===== src/hdl/baro_pkg.sv =====
package baro_pkg;

	localparam int RAW_W    = 24;
	localparam int COEF_W   = 16;
	localparam int DT_W     = 25;
	localparam int TPROD_W  = 42;
	localparam int TEMP_W   = 19;
	localparam int PRESS_W  = 23;
	localparam int SENS_W   = 36;
	localparam int OFF_W    = 37;
	localparam int SLO_W    = 18;
	localparam int SHI_W    = SENS_W - SLO_W;
	localparam int PLO_W    = RAW_W + SLO_W;
	localparam int PHI_W    = RAW_W + 1 + SHI_W;
	localparam int PROD_W   = 62;
	localparam int DIFF_W   = 42;
	localparam int PSHR_W   = DIFF_W - 15;

	localparam int TEMP_SHIFT    = 23;
	localparam int OFF_SCALE     = 17;
	localparam int OFF_TC_SHIFT  = 6;
	localparam int SENS_SCALE    = 16;
	localparam int SENS_TC_SHIFT = 7;
	localparam int PROD_SHIFT    = 21;
	localparam int PRESS_SHIFT   = 15;

	localparam logic signed [TEMP_W:0] TEMP_BASE = 20'sd2000;

	localparam logic signed [PSHR_W-1:0] PRESS_MIN = -27'sd4194304;
	localparam logic signed [PSHR_W-1:0] PRESS_MAX = 27'sd4194303;

	localparam int ADDR_W = 5;

	localparam logic [2:0] REG_SENS_COEFF    = 3'd0;
	localparam logic [2:0] REG_OFFSET_COEFF  = 3'd1;
	localparam logic [2:0] REG_SENS_TEMPCO   = 3'd2;
	localparam logic [2:0] REG_OFFSET_TEMPCO = 3'd3;
	localparam logic [2:0] REG_REF_TEMP      = 3'd4;
	localparam logic [2:0] REG_TEMP_TEMPCO   = 3'd5;

	// compensated terms handed from the front end to the pressure back end
	typedef struct packed {
		logic signed [TEMP_W-1:0] temp;
		logic signed [SENS_W-1:0] sens;
		logic signed [OFF_W-1:0]  off;
		logic [RAW_W-1:0]         press;
	} comp_t;

endpackage


===== src/hdl/baro_press.sv =====
module baro_press (
	input  logic                                clk,
	input  logic                                arst_n,
	input  logic                                valid_s3,
	input  baro_pkg::comp_t                     comp_s3,
	output logic                                done,
	output logic signed [baro_pkg::TEMP_W-1:0]  temp_centi,
	output logic signed [baro_pkg::PRESS_W-1:0] press_centi
);
	import baro_pkg::*;

	logic                      valid_s4;
	logic signed [PHI_W-1:0]   phi_s4;
	logic [PLO_W-1:0]          plo_s4;
	logic signed [OFF_W-1:0]   off_s4;
	logic signed [TEMP_W-1:0]  temp_s4;

	logic                      valid_s5;
	logic signed [PROD_W-1:0]  prod_s5;
	logic signed [OFF_W-1:0]   off_s5;
	logic signed [TEMP_W-1:0]  temp_s5;

	logic signed [PHI_W-1:0]   phi;
	logic [PLO_W-1:0]          plo;
	logic signed [PROD_W-1:0]  prod;
	logic signed [DIFF_W-1:0]  diff;
	logic signed [PSHR_W-1:0]  pshr;
	logic signed [PRESS_W-1:0] psat;

	// sens split into signed high and unsigned low halves, two narrow multipliers
	assign phi = $signed({1'b0, comp_s3.press}) * $signed(comp_s3.sens[SENS_W-1:SLO_W]);
	assign plo = comp_s3.press * comp_s3.sens[SLO_W-1:0];

	assign prod = $signed({phi_s4[PHI_W-1], phi_s4, {SLO_W{1'b0}}})
		+ $signed({{(PROD_W-PLO_W){1'b0}}, plo_s4});

	assign diff = $signed({prod_s5[PROD_W-1], prod_s5[PROD_W-1:PROD_SHIFT]})
		- $signed({{(DIFF_W-OFF_W){off_s5[OFF_W-1]}}, off_s5});
	assign pshr = diff[DIFF_W-1:PRESS_SHIFT];

	always_comb begin
		if (pshr < PRESS_MIN) begin
			psat = PRESS_MIN[PRESS_W-1:0];
		end else if (pshr > PRESS_MAX) begin
			psat = PRESS_MAX[PRESS_W-1:0];
		end else begin
			psat = pshr[PRESS_W-1:0];
		end
	end

	always_ff @(posedge clk or negedge arst_n) begin
		if (!arst_n) begin
			valid_s4 <= 1'b0;
			valid_s5 <= 1'b0;
			done     <= 1'b0;
		end else begin
			valid_s4 <= valid_s3;
			valid_s5 <= valid_s4;
			done     <= valid_s5;
		end
	end

	always_ff @(posedge clk) begin
		phi_s4      <= phi;
		plo_s4      <= plo;
		off_s4      <= comp_s3.off;
		temp_s4     <= comp_s3.temp;
		prod_s5     <= prod;
		off_s5      <= off_s4;
		temp_s5     <= temp_s4;
		temp_centi  <= temp_s5;
		press_centi <= psat;
	end

endmodule


===== config.mk =====
export PLATFORM = sky130hd
export DESIGN_NAME = baro_press
export DESIGN_NICKNAME = d
export VERILOG_FILES = /design/src/hdl/baro_pkg.sv /design/src/hdl/baro_press.sv
export SDC_FILE = /design/constraint.sdc
export NUM_CORES = 2
export LEC_CHECK = 0
export ABC_AREA = 1
export BUFFER_PORTS_ARGS = -buffer_cell sky130_fd_sc_hd__buf_2
export CAP_MARGIN = 20
export CORE_AREA = 3 3 340 342
export DETAILED_ROUTE_END_ITERATION = 8
export DIE_AREA = 0 0 343 345
export GPL_TIMING_DRIVEN = 0
export HOLD_SLACK_MARGIN = 0.08
export PLACE_DENSITY_LB_ADDON = 0.15
export SYNTH_ARGS = -nofsm -noshare
export SYNTH_HDL_FRONTEND = slang
export SYNTH_SLANG_ARGS = --single-unit

===== constraint.sdc =====
create_clock -name clk -period 2.88 [get_ports clk]
set_clock_uncertainty 0.15 [all_clocks]
set_input_delay 0.576 -clock clk [delete_from_list [all_inputs] [get_ports clk]]
set_output_delay 0.576 -clock clk [all_outputs]
set_load 0.01 [all_outputs]

==> metrics.txt <==
Syn Area/Cell 7.70 µm²; io pins 162; worst r2r path cells 18; failing checks setup timing; sequential fraction of the synthesis area 13.5%; DRT antenna net count 0; #FFs+latches synth 265; MaxCap Viol Count 0; final hold vios 0; crit start category primary input; clock transition at the registers of the reported paths 70 ps; Die Wd 343 µm; number of synthesized flops with an enable pin 0; Req. time, crit path 3170 ps; CTS max path bufs 3; worst slew pin tran 877 ps; Final Max Tran Viols 0; GRT Overall Usage 23.6%; post-synth cell types 44; RSZ-0062 raised after global routing true; Core Box Area 0.113 mm²; Worst Hold Class primary input to async pin; root buf cell clkbuf_16; Max FO, Critical Path 6; Period Utilization, post-route 194%; number of port buffers 137; fin crit period 5590 ps; vias in the first global route 34102; die area 0.118 mm²; drt drc 0; Crit. Startpoint comp_s3[6]; Ys Warns 0; total congestion overflow 0; DRT iter0 DRCs 2138; depth of the CTS H-tree 1; vias per cell 4.64; status complete, but fails checks; WP data arrival 5870 ps; post-route setup slack -2710 ps; Setup-failing EPs final 62; reg2reg start off_s5[36]; worst skew pair latency 570 ps; Die Span Y 345 µm; RD Place Congestion 0.961; worst path cell trace clkbuf_16, clkbuf_16, buf_4, nand2_2, fa_1, inv_1, fa_2, fa_1, fa_1, fa_1, inv_1, fa_2, inv_2, ha_4, buf_6, a21oi_4, o21bai_1, a21oi_1, nand2_2, nand2_2, nand2_4, nand3_2, nand3_2, xor2_1; fillcell total 11195; first-pass GRT wire length 210000 µm; CP Class primary input to register; Sink Count 265; Crit. End Element register; critical path's slowest cell fa_1; Fmax achieved 0.179 GHz; TritonRoute pass-1 iters 6; post-synthesis async set-or-reset flop share 1.13%; Post-Synthesis Cells 5111; Mapped Area 0.0393 mm²; share of cells above drive strength 1 23.6%; Detailed Route WL 144000 µm; Starting Density 34.9%; main flop type after synthesis dfxtp_1; initial antenna violation count 2; most repeated library cell on the critical path fa_1; Routed WL per cell 20.1 µm; post-DP HPWL 113000 µm; CP peak stage delay 590 ps; Site Rows 123; Syn Nets 6253; Rel. slew slack 41.0%; WHS 174 ps; Inserted Clock Buffers 25; Nets 6775; CTS tree done; largest net degree at the start of global routing 18; total number of vias 33207; Area Growth Syn to Fin 33.2%
-- kinds of logic (layout without fill, tap and decap cells) --
group,after synthesis,count (layout),share of synthesized area [%]
buffers and inverters,1698,2239,16.3
AND/OR/NAND/NOR,1668,1668,16.8
adder cells (fa/ha/maj),1023,1023,45.9
AO/OA/AOI/OAI,340,340,4.87
flip-flops,265,265,13.5
XOR/XNOR,117,117,2.60
other,0,1,0
-- stage by stage --
step / utilization [%] / cells / cell area [µm²] / setup TNS [ps] / setup slack [ps]
final: 46.5 / 7153 / 52400 / -144030 / -2710
after global routing: 46.5 / 7153 / 52400 / -154370 / -2830
after CTS: 44.1 / 7022 / 49700 / -139150 / -2630
after detailed placement: 39.1 / 6748 / 44100 / -219570 / -4190
after global placement: 39.1 / 6748 / 44100 / -218880 / -4200
after floorplan: - / 5111 / 41500 / -144410 / -2660
-- placed cells by master, fill, tap and decap left out, types with 19 or more instances in the layout --
master / instances
buf_2: 104
nand3_1: 43
nor2_4: 31
buf_12: 47
nor2_1: 150
nand2_2: 115
buf_6: 62
fa_2: 74
fa_1: 628
buf_8: 28
a21oi_2: 29
ha_4: 51
inv_2: 156
dfxtp_1: 262
dlygate4sd3_1: 58
buf_4: 209
a21oi_1: 124
ha_1: 264
o21ai_0: 36
clkbuf_16: 141
nand2_4: 54
xor2_1: 61
clkbuf_8: 34
a21oi_4: 19
nor2_2: 27
xnor2_1: 30
inv_1: 1368
nand4_1: 21
nand2_1: 1160
-- per-layer routing --
layer	vias to the layer above	part of all wire, %	track usage, %	routed length [µm]
met5	-	0	0	0
met1	16186	42	31.1	60300
met4	0	4.9	8.94	7020
met3	266	6.9	3.48	9830
li1	15656	-	-	-
met2	1099	46	39.2	66300
-- worst paths after layout --
kind,to,slack (ps)
setup reg to reg,press_centi[19],130
setup / recovery,phi_s4[41],-2710
hold reg to reg,off_s5[7],180
hold / removal,valid_s5,170
min in group clk,off_s5[7],180
max in group asynchronous,valid_s4,2300
-- flip-flops by register name, summed over array words and instances (netlist names) --
register / cells
press_centi: 23
prod_s5: 41
plo_s4: 24
temp_s4: 19
temp_s5: 19
off_s4: 37
off_s5: 37
temp_centi: 19
valid_s4: 1
done: 1
phi_s4: 43
valid_s5: 1
-- Yosys cell counts, drive strengths merged, types with 5 or more instances --
library cell / number / area [µm²]
nor4: 10 / 62.6
o221ai: 5 / 43.8
nand3: 57 / 285
or2: 10 / 62.6
a21oi: 172 / 861
xnor2: 40 / 350
dfxtp: 262 / 5250
ha: 321 / 4020
clkbuf: 167 / 627
a21o: 12 / 90.1
nand4: 21 / 131
nor2: 208 / 826
o21ai: 75 / 379
a31oi: 34 / 219
o21bai: 13 / 105
nor3: 24 / 120
nand2: 1331 / 5070
inv: 1526 / 5730
o21a: 16 / 120
buf: 5 / 52.5
fa: 702 / 14100
xor2: 77 / 674
-- cell type report --
cell class              instances  area, µm²  area share, %
well taps                    1500       1880           3.58
clock inverters                16        170          0.325
clock buffers                  30        674           1.29
flip-flops and latches        265       5320           10.2
plain buffers                 172       3600           6.87
diodes                          1       2.50        0.00478
repair buffers                495       4530           8.64
inverters                    1526       5730           10.9
multi-input cells            3148      30500           58.2
-- critical path, delay by kind of cell --
| kind | cells | cell delay (ps) |
|---|---|---|
| adder cells (fa/ha/maj) | 7 | 3440 |
| buffers and inverters | 7 | 740 |
| AND/OR/NAND/NOR | 6 | 510 |
| AO/OA/AOI/OAI | 3 | 430 |
| XOR/XNOR | 1 | 160 |
-- timing repair --
action | CTS | global route
hold buffers | 58 | 0
setup endpoints to repair | 64 | 87
pin swaps | 169 | 272
buffers inserted | 161 | 127
gates cloned | 9 | 4
endpoints found under the hold margin | 60 | 0
resized for setup | 582 | 482
Power is not shown: default switching activity piles up to over one toggle a cycle in this logic, so the estimate is an artifact.
